==> config.mk <==
export PLATFORM = sky130hd
export DESIGN_NAME = media_tag_packet_aggregator
export DESIGN_NICKNAME = d
export VERILOG_FILES = /design/src/hw/rtl/mtpa_pkg.sv /design/src/hw/rtl/media_tag_packet_aggregator.sv
export SDC_FILE = /design/constraint.sdc
export NUM_CORES = 1
export LEC_CHECK = 0
export BUFFER_PORTS_ARGS = -buffer_cell sky130_fd_sc_hd__buf_2
export CAP_MARGIN = 20
export CORE_UTILIZATION = 50
export DETAILED_ROUTE_END_ITERATION = 12
export PLACE_DENSITY = 0.74
export RECOVER_POWER = 50
export SLEW_MARGIN = 20
export SYNTH_ARGS = -nofsm -noshare
export SYNTH_HDL_FRONTEND = slang
export SYNTH_SLANG_ARGS = --single-unit
==> constraint.sdc <==
create_clock -name clk -period 7 [get_ports clk]
set_clock_uncertainty 0.2 [all_clocks]
set_input_delay 0.35 -clock clk [delete_from_list [all_inputs] [get_ports clk]]
set_output_delay 0.35 -clock clk [all_outputs]
set_load 0.01 [all_outputs]
==> src/hw/rtl/mtpa_pkg.sv <==
// ----------------------------------------------------------------------------
// mtpa_pkg
// Shared constants for the media tag packet aggregator.
// ----------------------------------------------------------------------------
package mtpa_pkg;

  // Defaults for the top-level parameters
  localparam int MAX_PACKET_DEF = 16384;
  localparam int MAX_CHUNKS_DEF = 63;

  // Fixed field widths
  localparam int TAG_W    = 20;
  localparam int POS_W    = 32;
  localparam int PLEN_W   = 15;
  localparam int THRESH_W = 15;

  // Register map (word index)
  localparam logic REG_FLUSH_LIMIT = 1'b0;
  localparam logic [THRESH_W-1:0] THRESH_RESET = 15'd8192;

  // Input action codes
  localparam logic ACT_TAG    = 1'b0;
  localparam logic ACT_HEADER = 1'b1;

endpackage

==> src/hw/rtl/media_tag_packet_aggregator.sv <==
// ----------------------------------------------------------------------------
// media_tag_packet_aggregator
// Descriptor-level packetizer: aggregates small media tags, flushes on
// keyframes, overflow or threshold, and splits large tags into chunks.
// ----------------------------------------------------------------------------
// One input transaction is handled at a time by a small sequencer around a
// single shared 32-bit adder. Steps per tag: accept, then classify (the
// adder forms buffered + tag_length and it is compared with MAX_PACKET and
// the flush limit), then one emit step per outgoing packet, plus a re-buffer
// step on the threshold path. Every packet waits for room in the output
// register, so output back-pressure on m_tready stalls the sequencer; tag
// flushes and chunks advance the stream position through the adder, while a
// header sets it to the header length. s_tready is high only while the
// sequencer is idle; the last packet of the previous tag may still be
// waiting in the output register at that time. Tags longer than
// MAX_CHUNKS * MAX_PACKET bytes give a single rejected transaction and leave
// the state untouched. The flush limit is written through the APB port at
// byte address 0 and must only be changed while the block is idle.
// ----------------------------------------------------------------------------
module media_tag_packet_aggregator #(
  parameter int MAX_PACKET = mtpa_pkg::MAX_PACKET_DEF,
  parameter int MAX_CHUNKS = mtpa_pkg::MAX_CHUNKS_DEF
) (
  input  logic        clk,
  input  logic        rst,
  // input stream
  input  logic        s_tvalid,
  output logic        s_tready,
  input  logic [23:0] s_tdata,   // [19:0] tag_length, [23:20] zero
  input  logic [1:0]  s_tuser,   // [0] action, [1] is_keyframe
  // output stream
  output logic        m_tvalid,
  input  logic        m_tready,
  output logic [71:0] m_tdata,   // [31:0] packet_position, [46:32] packet_length,
                                 // [66:47] chunk_offset, [71:67] zero
  output logic [2:0]  m_tuser,   // [0] from_buffer, [1] continuation, [2] rejected
  output logic        m_tlast,   // last_result
  // configuration
  input  logic        psel,
  input  logic        penable,
  input  logic        pwrite,
  input  logic [2:0]  paddr,
  input  logic [31:0] pwdata,
  output logic [31:0] prdata,
  output logic        pready
);

  localparam int TAG_W    = mtpa_pkg::TAG_W;
  localparam int POS_W    = mtpa_pkg::POS_W;
  localparam int PLEN_W   = mtpa_pkg::PLEN_W;
  localparam int THRESH_W = mtpa_pkg::THRESH_W;
  // buffered byte count never exceeds MAX_PACKET
  localparam int BUF_W    = $clog2(MAX_PACKET + 1);
  localparam logic [POS_W-1:0] MAX_PKT_C = POS_W'(MAX_PACKET);
  localparam logic [POS_W-1:0] MAX_TAG_C = POS_W'(MAX_CHUNKS * MAX_PACKET);

  typedef enum logic [2:0] {
    ST_IDLE,
    ST_DECIDE,
    ST_FLUSH,
    ST_CHUNK,
    ST_REBUF,
    ST_REJECT
  } st_t;

  st_t                 state;
  st_t                 after_flush;
  logic                act;
  logic [TAG_W-1:0]    len_q;
  logic                key_q;
  logic                flush_last;
  logic                reflush;
  logic                keyframes_seen;
  logic [BUF_W-1:0]    buffered_bytes;
  logic [POS_W-1:0]    stream_position;
  logic [TAG_W-1:0]    left;
  logic [TAG_W-1:0]    offset;
  logic                first;
  logic                chunk_key;
  logic [THRESH_W-1:0] flush_limit;

  // output register
  logic                out_valid;
  logic [POS_W-1:0]    out_pos;
  logic [PLEN_W-1:0]   out_len;
  logic                out_fb;
  logic [TAG_W-1:0]    out_off;
  logic                out_cont;
  logic                out_last;
  logic                out_rej;

  // shared adder
  logic [POS_W-1:0]    add_a;
  logic [POS_W-1:0]    add_b;
  logic [POS_W-1:0]    add_sum;

  logic                emit_ok;
  logic                emit_fire;
  logic                in_fire;
  logic                cfg_wr;
  logic [BUF_W-1:0]    chunk_n;
  logic                chunk_final;
  logic                buf_empty;
  logic                len_zero;
  logic                len_gt_thr;

  assign emit_ok     = !out_valid || m_tready;
  // a new packet enters the output register this cycle
  assign emit_fire   = emit_ok &&
                       (state == ST_FLUSH || state == ST_CHUNK || state == ST_REJECT);
  assign s_tready    = (state == ST_IDLE);
  assign in_fire     = s_tvalid && s_tready;
  assign cfg_wr      = psel && penable && pwrite;
  assign chunk_final = ({12'd0, left} <= MAX_PKT_C);
  assign chunk_n     = chunk_final ? BUF_W'(left) : BUF_W'(MAX_PACKET);
  assign buf_empty   = (buffered_bytes == '0);
  assign len_zero    = (len_q == '0);
  assign len_gt_thr  = ({12'd0, len_q} > {17'd0, flush_limit});

  // operand select for the one adder
  always_comb begin
    add_a = stream_position;
    add_b = '0;
    unique case (state)
      ST_DECIDE: begin
        add_a = POS_W'(buffered_bytes);
        add_b = POS_W'(len_q);
      end
      ST_FLUSH: add_b = POS_W'(buffered_bytes);
      ST_CHUNK: add_b = POS_W'(chunk_n);
      default:  add_b = '0;
    endcase
  end
  assign add_sum = add_a + add_b;

  always_ff @(posedge clk) begin
    if (rst) begin
      state           <= ST_IDLE;
      after_flush     <= ST_IDLE;
      flush_last      <= 1'b0;
      reflush         <= 1'b0;
      keyframes_seen  <= 1'b0;
      buffered_bytes  <= '0;
      stream_position <= '0;
      first           <= 1'b0;
      chunk_key       <= 1'b0;
      flush_limit     <= mtpa_pkg::THRESH_RESET;
      out_valid       <= 1'b0;
    end else begin
      if (cfg_wr && paddr[2] == mtpa_pkg::REG_FLUSH_LIMIT) begin
        flush_limit <= pwdata[THRESH_W-1:0];
      end
      if (out_valid && m_tready && !emit_fire) begin
        out_valid <= 1'b0;
      end

      unique case (state)
        ST_IDLE: begin
          if (in_fire) begin
            len_q <= s_tdata[TAG_W-1:0];
            act   <= s_tuser[0];
            key_q <= s_tuser[1];
            state <= ST_DECIDE;
          end
        end

        ST_DECIDE: begin
          left   <= len_q;
          offset <= '0;
          first  <= 1'b1;
          if (act == mtpa_pkg::ACT_HEADER) begin
            if (buf_empty) begin
              stream_position <= POS_W'(len_q);
              state           <= ST_IDLE;
            end else begin
              flush_last  <= 1'b1;
              after_flush <= ST_IDLE;
              state       <= ST_FLUSH;
            end
          end else if (POS_W'(len_q) > MAX_TAG_C) begin
            state <= ST_REJECT;
          end else if (key_q || add_sum > MAX_PKT_C) begin
            // keyframe or overflow: flush, then send the tag in chunks
            if (key_q) begin
              keyframes_seen <= 1'b1;
            end
            chunk_key <= key_q;
            if (!buf_empty) begin
              flush_last  <= len_zero;
              after_flush <= len_zero ? ST_IDLE : ST_CHUNK;
              state       <= ST_FLUSH;
            end else begin
              state <= len_zero ? ST_IDLE : ST_CHUNK;
            end
          end else if (add_sum > {17'd0, flush_limit}) begin
            // threshold crossed: flush, re-buffer, maybe flush again
            reflush <= len_gt_thr;
            if (!buf_empty) begin
              flush_last  <= !len_gt_thr;
              after_flush <= ST_REBUF;
              state       <= ST_FLUSH;
            end else begin
              state <= ST_REBUF;
            end
          end else begin
            buffered_bytes <= BUF_W'(add_sum);
            state          <= ST_IDLE;
          end
        end

        ST_FLUSH: begin
          if (emit_ok) begin
            out_valid      <= 1'b1;
            out_pos        <= stream_position;
            out_len        <= PLEN_W'(buffered_bytes);
            out_fb         <= 1'b1;
            out_off        <= '0;
            out_cont       <= keyframes_seen;
            out_last       <= flush_last;
            out_rej        <= 1'b0;
            buffered_bytes <= '0;
            if (act == mtpa_pkg::ACT_HEADER) begin
              stream_position <= POS_W'(len_q);
            end else begin
              stream_position <= add_sum;
            end
            state <= after_flush;
          end
        end

        ST_REBUF: begin
          buffered_bytes <= BUF_W'(len_q);
          if (reflush) begin
            flush_last  <= 1'b1;
            after_flush <= ST_IDLE;
            state       <= ST_FLUSH;
          end else begin
            state <= ST_IDLE;
          end
        end

        ST_CHUNK: begin
          if (emit_ok) begin
            out_valid       <= 1'b1;
            out_pos         <= stream_position;
            out_len         <= PLEN_W'(chunk_n);
            out_fb          <= 1'b0;
            out_off         <= offset;
            out_cont        <= keyframes_seen && !(first && chunk_key);
            out_last        <= chunk_final;
            out_rej         <= 1'b0;
            stream_position <= add_sum;
            offset          <= offset + TAG_W'(chunk_n);
            left            <= left - TAG_W'(chunk_n);
            first           <= 1'b0;
            if (chunk_final) begin
              state <= ST_IDLE;
            end
          end
        end

        ST_REJECT: begin
          if (emit_ok) begin
            out_valid <= 1'b1;
            out_pos   <= stream_position;
            out_len   <= '0;
            out_fb    <= 1'b0;
            out_off   <= '0;
            out_cont  <= 1'b0;
            out_last  <= 1'b1;
            out_rej   <= 1'b1;
            state     <= ST_IDLE;
          end
        end

        default: state <= ST_IDLE;
      endcase
    end
  end

  assign m_tvalid = out_valid;
  assign m_tdata  = {5'd0, out_off, out_len, out_pos};
  assign m_tuser  = {out_rej, out_cont, out_fb};
  assign m_tlast  = out_last;

  assign pready = 1'b1;
  assign prdata = (paddr[2] == mtpa_pkg::REG_FLUSH_LIMIT)
                  ? {17'd0, flush_limit} : 32'd0;

  // -------------------------------------------------------------------------
  // Assertions
  // -------------------------------------------------------------------------
  a_buf_bound: assert property (@(posedge clk) disable iff (rst)
    POS_W'(buffered_bytes) <= MAX_PKT_C)
    else $error("buffered byte count above max packet");

  a_reject_shape: assert property (@(posedge clk) disable iff (rst)
    out_valid && out_rej |-> out_last && out_len == '0 && !out_fb)
    else $error("rejected transaction malformed");

  a_accept_busy: assert property (@(posedge clk) disable iff (rst)
    in_fire |=> !s_tready)
    else $error("sequencer ready right after accepting a tag");

  a_chunk_size: assert property (@(posedge clk) disable iff (rst)
    state == ST_CHUNK |-> chunk_n != '0 && POS_W'(chunk_n) <= MAX_PKT_C)
    else $error("chunk size out of range");

  a_flush_nonempty: assert property (@(posedge clk) disable iff (rst)
    state == ST_FLUSH |-> !buf_empty)
    else $error("flush of empty buffer");

endmodule

# Word-level counts from Yosys, hierarchy flattened
# Cells that the tools add are included.
# classes
addsub	3
order_cmp	5
eq_ne	25
mux	73
bitwise	5
reduce_logical	47
# op_table
operator	n
2-to-1 mux 32 bit	6
2-to-1 mux 15 bit	9
one-hot mux 20 bit (2 select lines)	3
one-hot mux 32 bit (3 select lines)	1
one-hot mux 15 bit (3 select lines)	2
2-to-1 mux 20 bit	4
one-hot mux 20 bit (3 select lines)	1
2-to-1 mux 3 bit	18
adder 32 bit	1
greater-than comparator 32 x 15 -> 1 bit	1
greater-than comparator 32 x 15 -> 1 bit, second input constant	1
AND reduction 5 bit	5
inequality test 2 bit, second input constant	11
adder 20 x 15 -> 20 bit	1
greater-than comparator 20 x 15 -> 1 bit	1
greater-than comparator 20 bit, second input constant	1
less-or-equal comparator 20 x 15 -> 1 bit, second input constant	1
zero test 20 bit	1
subtractor 20 x 15 -> 20 bit	1
one-hot mux 3 bit (6 select lines)	1
2-to-1 mux 1 bit	17
AND reduction 4 bit	4
zero test 15 bit	1
inequality test 3 bit, second input constant	4
other kinds (22)	62
# word_totals
ff_bits	207
in_bits	68
out_inout_bits	111

# Logic depth before layout (Yosys ltp)
# Gate-level depths: netlist of the first run.
# depth
depth_word	10
ltp_mapped	29
mapped_depth_nobuf	29

# Least setup slack after synthesis of the first run
# No wires, ideal clock.
# synth_path
path_kind	flip-flop to flip-flop
start	reg left[1]
end	reg buffered_bytes[10]
arrival_ps	7188
path_slack_ps	-534
path_stages_with_launch	29
n_path_buf	2
period_less_slack_ps	7534
cell_sequence	edfxtp_1 > or3_1 > or3_1 > or3_1 > or3_1 > or3_1 > o41ai_2 > nand2_1 > nor2_1 > clkbuf_1 > a222oi_1 > inv_1 > ha_1 > o21ai_0 > o21ai_0 > nor3b_1 > or3_1 > a31oi_1 > xnor2_1 > ha_1 > nand2_1 > nor3_1 > a2111oi_0 > o221a_2 > nor2_1 > o41a_1 > a221oi_2 > buf_2 > a211oi_2
# synth_between
elab_chain_len	9
# synth_lines
item	line_no	source
start, declared	media_tag_packet_aggregator.sv:76	logic [TAG_W-1:0] left;
start signal, assigned	media_tag_packet_aggregator.sv:168	left <= len_q;
start signal, assigned	media_tag_packet_aggregator.sv:254	left <= left - TAG_W'(chunk_n);
less-or-equal comparator 20 x 15 -> 1 bit	media_tag_packet_aggregator.sv:114	assign chunk_final = ({12'd0, left} <= MAX_PKT_C);
2-to-1 mux 15 bit *	media_tag_packet_aggregator.sv:115	assign chunk_n = chunk_final ? BUF_W'(left) : BUF_W'(MAX_PACKET);
one-hot mux 20 bit (3 select lines) *	media_tag_packet_aggregator.sv:124	unique case (state)
adder 32 bit *	media_tag_packet_aggregator.sv:134	assign add_sum = add_a + add_b;
parallel branches: the longest is 5 deep, another holds greater-than comparator 32 x 15 -> 1 bit	--	
end signal, assigned	media_tag_packet_aggregator.sv:206	buffered_bytes <= BUF_W'(add_sum);
end signal, assigned	media_tag_packet_aggregator.sv:232	buffered_bytes <= BUF_W'(len_q);
end, declared	media_tag_packet_aggregator.sv:74	logic [BUF_W-1:0] buffered_bytes;
# Mark *: on every way between the ends. The select of a mux whose other input is x is not followed.
# A chain may end at the register's enable or synchronous reset.

# Final worst setup path of the first run
# layout_path
start	reg left[3]
end	reg buffered_bytes[3]
# The elaborated chain is that of the path after synthesis.

==> metrics.csv, run 1 <==
metric;value;unit
outcome;finished, violations left;
violations;max-capacitance violations, max-slew violations, negative setup slack;
reg2reg_from;left[3]$_DFFE_PP_;
synth_edf_count;133;
ys_async_sr_fraction;0;
synth-main-ff-cell;edfxtp_1;
place.gp.congestion;0.961;
cp-startpoint;left[3]$_DFFE_PP_;
first_iter_violations;1169;
n_antenna_cell;0;
hold_viol;0;
firstDrtPassIters;9;
cp_common_cell;or3_4;
nets;1709;
grt_pass1_vias;10800;
dieArea;25000;um^2
cp-endpoint;buffered_bytes[3]$_SDFFE_PP0P_;
reg2reg_slack;-0.32;ns
slew_violations;23;
finalSetupViolations;20;
yosys.area_share.simple;0.198;
worst_r2r_path_depth;26;
max_clock_freq;137;MHz
io_pins;179;
synthesis.area;12200;um^2
numCtsBuffers;25;
whs;0.0477;ns
grt_pass1_wl;58100;um
via_per_inst;5.96;
crit_arrival;7.56;ns
crit_type;reg2reg;
wirelength;38000;um
finalPower;3.77;mW
dp_hpwl;25400;um
start_util;0.515;
syn2layout_area_growth;27.1;%
tightest_slew;1.73;ns
rsz0062_at_grt;yes;
end_kind;flop;
cts_root_buf;clkbuf_16;
r2r_end;buffered_bytes[3]$_SDFFE_PP0P_;
final.period_utilization;1.05;
die_y;158;um
ir_drop;0.000276;V
max_slew_margin;-0.150;
drc;0;
synthCells;1324;
cts_tree;done;
final_layout_size_suffix_gt1_frac;0.193;
synth_top_family_by_area;simple AND/OR/NAND/NOR gates;
yosys_warnings;0;
powerDensity;243;nW/um^2
vias;11400;
grt_max_degree;81;
port_buffers;132;
clk_latency;0.53;ns
setup_ws;-0.317;ns
cp.required;7.24;ns
p_leak;6.19;nW
wl_per_cell;19.8;um
clkSinkCount;206;
pre_cts_slack;-0.418;ns
worstHoldPathType;in2reg;
syn_avg_cell_area;9.21;um^2
drtAntennaViolNets;0;
cp_slowest_cell;or4b_4;
critPathLaunchType;flop;
ys_types;76;
gr-total-overflow;0;
period_needed;7.32;ns
critPathMaxFanout;5;
fillers;2001;
synth_xor_area_frac;0.0266;
synth_compound_area_frac;0.198;
drv_cap;1;
die_width;158;um
grt_usage;0.302;
yosysSeqAreaShare;0.447;
cts_max_level;1;
rows;56;
tns;-4.92;ns
synthMuxAreaShare;0.00841;
clk_pin_slew_worst_paths;0.06;ns
antenna_found_initial;0;
cts_buffer_depth;3;
cpPeakStageDelay;0.50;ns
synth-seq-cells;206;
yosys.area_share.adder;0.0669;
core_area;23700;um^2
## area by class of cell
cell class                      instances  area [um^2]  share of cell area
Tap cell                              319          399              0.0257
Inverter                               49          184              0.0119
Clock inverter                         11          131             0.00847
Clock buffer                           34          681              0.0439
Sequential cell                       206         5460               0.352
Multi-Input combinational cell        991         6630               0.428
Timing Repair Buffer                  304         2020               0.131
## power breakdown
part	switching [mW]	leakage, nW	internal [mW]
Sequential	0.102	1.82	1.39
Clock	0.509	0.397	0.789
Combinational	0.552	3.97	0.429
Total	1.16	6.19	2.61
## critical path, delay by kind of cell, from the launching register on
kind	cells	cell delay, ns
flip-flops	1	0.40
AND/OR/NAND/NOR	12	3.66
AO/OA/AOI/OAI	7	1.70
buffers and inverters	6	0.84
adder cells (fa/ha/maj)	1	0.43
## logic make-up (layout without fill, tap and decap cells)
| family | Yosys count | count (layout) |
|---|---|---|
| buffers and inverters | 149 | 398 |
| DFF | 206 | 206 |
| other | 2 | 24 |
| muxes | 10 | 10 |
| xor gates and xnor gates | 37 | 37 |
| adders and majority gates | 64 | 64 |
| AOI/OAI and AO/OA | 342 | 342 |
| and+or+nand+nor | 514 | 514 |
## what timing repair did
action	in CTS	in global routing
setup endpoints to repair	21	22
gates cloned	3	1
hold buffers	37	0
hold endpoints to repair	37	0
buffers inserted	10	14
pin swaps	7	37
gates resized for setup	36	26
## layout by cell type, fill, tap and decap left out, types with 8 or more instances in the layout
master         instances
ha_4                   8
dfxtp_1               73
nor3_1                24
ha_1                  54
mux2i_1                8
o21a_1                 9
a222oi_1              15
nand3_1               18
inv_1                 48
dlygate4sd3_1         37
nand2_1              186
a21o_1                22
clkbuf_16             27
edfxtp_1             133
and3_1                24
nor2b_1               10
conb_1                24
nor2_1               127
a311oi_1              14
o21ai_0               59
and2_1                24
buf_4                125
nor4_1                16
xor2_1                12
a211oi_2              18
a31oi_1               10
a21oi_1               78
clkbuf_1              97
a22o_1                16
xnor2_1               19
o211ai_1               8
a22oi_1               18
nand4_1               10
nand2b_1              11
buf_2                 44
## worst min path at each step
stage                                                 from                          end  slack, ns  depth (start not counted)
after floorplan           stream_position[18]$_SDFFE_PP0P_        out_pos[18]$_DFFE_PP_       0.21                          0
after global placement         flush_limit[2]$_SDFFE_PP0P_  flush_limit[2]$_SDFFE_PP0P_       0.24                          2
after detailed placement       flush_limit[2]$_SDFFE_PP0P_  flush_limit[2]$_SDFFE_PP0P_       0.25                          2
after CTS                                         s_tvalid        state[2]$_SDFFE_PP0P_       0.03                          3
after global routing                              s_tvalid        state[2]$_SDFFE_PP0P_       0.04                          3
final                                             s_tvalid        state[2]$_SDFFE_PP0P_       0.05                          3
## through the flow
| step | std cells | instance area [um^2] | util |
|---|---|---|---|
| after floorplan | 1346 | 12400 | - |
| after global placement | 1806 | 13900 | 0.587 |
| after detailed placement | 1807 | 13900 | 0.588 |
| after CTS | 1902 | 15400 | 0.650 |
| after global routing | 1914 | 15500 | 0.655 |
| final | 1914 | 15500 | 0.655 |
## cells in the mapped netlist, drive strengths merged (4+ instances only)
cell | number | area, um^2
nand2 | 188 | 706
nor2 | 136 | 510
edfxtp | 133 | 3990
a21oi | 82 | 410
dfxtp | 73 | 1460
o21ai | 68 | 340
clkbuf | 66 | 248
ha | 62 | 776
inv | 48 | 180
buf | 34 | 236
nor3 | 29 | 150
and2 | 25 | 156
and3 | 25 | 156
a211oi | 24 | 255
xnor2 | 24 | 210
a21o | 22 | 165
a22oi | 19 | 143
nand3 | 18 | 90.1
a22o | 16 | 140
nor4 | 16 | 100
a222oi | 15 | 150
a311oi | 14 | 123
xor2 | 13 | 114
nand2b | 12 | 75.1
or3 | 12 | 75.1
a31oi | 11 | 68.8
nand4 | 10 | 62.6
nor2b | 10 | 62.6
o21a | 9 | 67.6
mux2i | 8 | 80.1
o211ai | 8 | 60.1
nor3b | 7 | 52.6
or4 | 6 | 45.0
a21boi | 5 | 37.5
and4 | 5 | 43.8
a2111oi | 4 | 35.0
a211o | 4 | 35.0
a41oi | 4 | 35.0
o2111ai | 4 | 35.0
o31ai | 4 | 30.0
or2 | 4 | 25.0
## layer usage
metal	wire length (um)	track usage	vias up
li1	-	-	5333
met1	15700	0.400	5420
met2	17400	0.489	535
met3	3030	0.0433	111
met4	1830	0.136	0
met5	0	0	-
## flip-flops by register name, indices dropped and copies added (netlist names), 3 cells and up
register         flops
flush_limit         15
len_q               20
offset              20
buffered_bytes      15
out_pos             32
state                3
out_off             20
stream_position     32
left                20
out_len             15
(Power assumes the default switching activity.)
==> run 2: changes to the inputs <==
Settings changed: SKIP_LAST_GASP set to 1.
==> run 2 against run 1 <==
Effect of this change: the flow still finishes with violations (max-capacitance violations, max-slew violations, negative setup slack); hold slack got worse by 0.0058 ns; total power rose by 2.1%; first-iteration DRC count rose by 5.2%; combinational power rose by 8%; cell area rose by 1.2%; clock power barely moved; flip-flop and latch count did not move; routed wire length rose by 0.93%; critical path depth rose by 4; clock-buffer cell count did not move; via count fell by 0.29%.
==> metrics.csv, run 2 (synthesized netlist as in run 1, its figures left out) <==
metric;value;unit
clkSinkCount;206;
layout_common_cells;nand2_1, edfxtp_1, nor2_1, buf_4, clkbuf_1;
outcome;finished, violations left;
dp_hpwl;25400;um
grt_max_degree;81;
grt_pass1_wl;58000;um
n_antenna_cell;0;
gr-total-overflow;0;
final_common_cell;nand2_1;
tns;-4.28;ns
place.gp.congestion;0.961;
dpl_cell_area;13900;um^2
cts_buffer_depth;3;
fin_area;15700;um^2
cts_tree;done;
critPathLaunchType;flop;
grt_pass1_vias;10800;
cpPeakStageDelay;0.45;ns
io_pins;179;
cp.required;7.24;ns
cp_common_cell;or3_4;
dieArea;25000;um^2
drv_cap;1;
rsz0062_at_grt;yes;
powerDensity;245;nW/um^2
rows;56;
wl_per_cell;20.0;um
finalPower;3.85;mW
period_needed;7.29;ns
cts_max_level;1;
p_leak;6.25;nW
drc;0;
final.period_utilization;1.04;
numCtsBuffers;25;
start_util;0.515;
via_per_inst;5.93;
worstHoldPathType;in2reg;
ir_drop;0.000277;V
setup_ws;-0.288;ns
tightest_slew;1.73;ns
port_buffers;132;
violations;max-capacitance violations, max-slew violations, negative setup slack;
first_iter_violations;1230;
crit_arrival;7.53;ns
cts_root_buf;clkbuf_16;
crit_type;reg2reg;
max_slew_margin;-0.152;
vias;11400;
finalSetupViolations;18;
cp_slowest_cell;o41a_1;
firstDrtPassIters;6;
post-route-util;0.663;
final_layout_size_suffix_gt1_frac;0.204;
die_y;158;um
max_clock_freq;137;MHz
pre_cts_slack;-0.418;ns
nets;1711;
core_area;23700;um^2
grt_usage;0.302;
clk_latency;0.53;ns
clk_pin_slew_worst_paths;0.06;ns
hold_viol;0;
end_kind;flop;
drtAntennaViolNets;0;
syn2layout_area_growth;28.7;%
slew_violations;23;
die_width;158;um
critPathMaxFanout;6;
antenna_found_initial;0;
final_cell_count_no_fill;1916;
wirelength;38300;um
whs;0.0419;ns
placed_cells;1807;
reg_top3;out_pos: 32 flops, stream_position: 32 flops;
run 2: changes by cell type in the layout (fill, tap and decap cells not counted), sizes merged:
cell	delta
buf	+2
run 2: per-layer routing:
metal / global-route usage / wire length (um) / part of all wire
met3: 0.0433 / 2850 / 0.074
met5: 0 / 0 / 0
met1: 0.400 / 16100 / 0.42
met2: 0.489 / 17600 / 0.46
met4: 0.136 / 1800 / 0.047
run 2: power breakdown:
group | internal, mW | switching, mW | total [mW]
logic | 0.475 | 0.582 | 1.06
registers | 1.39 | 0.102 | 1.49
clock network | 0.789 | 0.512 | 1.30
run 2: final timing paths:
| check | endpoint | slack [ns] | depth (start not counted) | start |
|---|---|---|---|---|
| setup / recovery | buffered_bytes[11]$_SDFFE_PP0P_ | -0.29 | 30 | left[3]$_DFFE_PP_ |
| hold / removal | state[2]$_SDFFE_PP0P_ | 0.04 | 3 | s_tvalid |
| setup reg to reg | buffered_bytes[11]$_SDFFE_PP0P_ | -0.29 | 30 | left[3]$_DFFE_PP_ |
| hold reg to reg | flush_limit[4]$_SDFFE_PP0P_ | 0.26 | 2 | flush_limit[4]$_SDFFE_PP0P_ |
run 2: layout make-up:
class | count | area [um^2]
timing repair buffer | 306 | 2070
multi-input combinational | 991 | 6780
clock inverter | 11 | 131
tap | 319 | 399
inverter | 49 | 184
fill | 1985 | 7980
sequential | 206 | 5460
clock buffer | 34 | 681
run 2: worst max-delay path, delay by kind of cell, from the launching register on:
kind | cells | cell delay (ns)
AND/OR/NAND/NOR | 12 | 2.75
AO/OA/AOI/OAI | 9 | 2.26
XOR/XNOR | 1 | 0.22
buffers and inverters | 6 | 0.85
flip-flops | 1 | 0.40
adder cells (fa/ha/maj) | 2 | 0.52
run 2: what timing repair did:
| item | in CTS | in global routing |
|---|---|---|
| gates resized for setup | 33 | 63 |
| cloned | 3 | 2 |
| pin swaps | 7 | 52 |
| setup endpoints to repair | 21 | 22 |
| setup buffers | 10 | 15 |
| endpoints found under the hold margin | 37 | 0 |
| hold buffers | 37 | 0 |
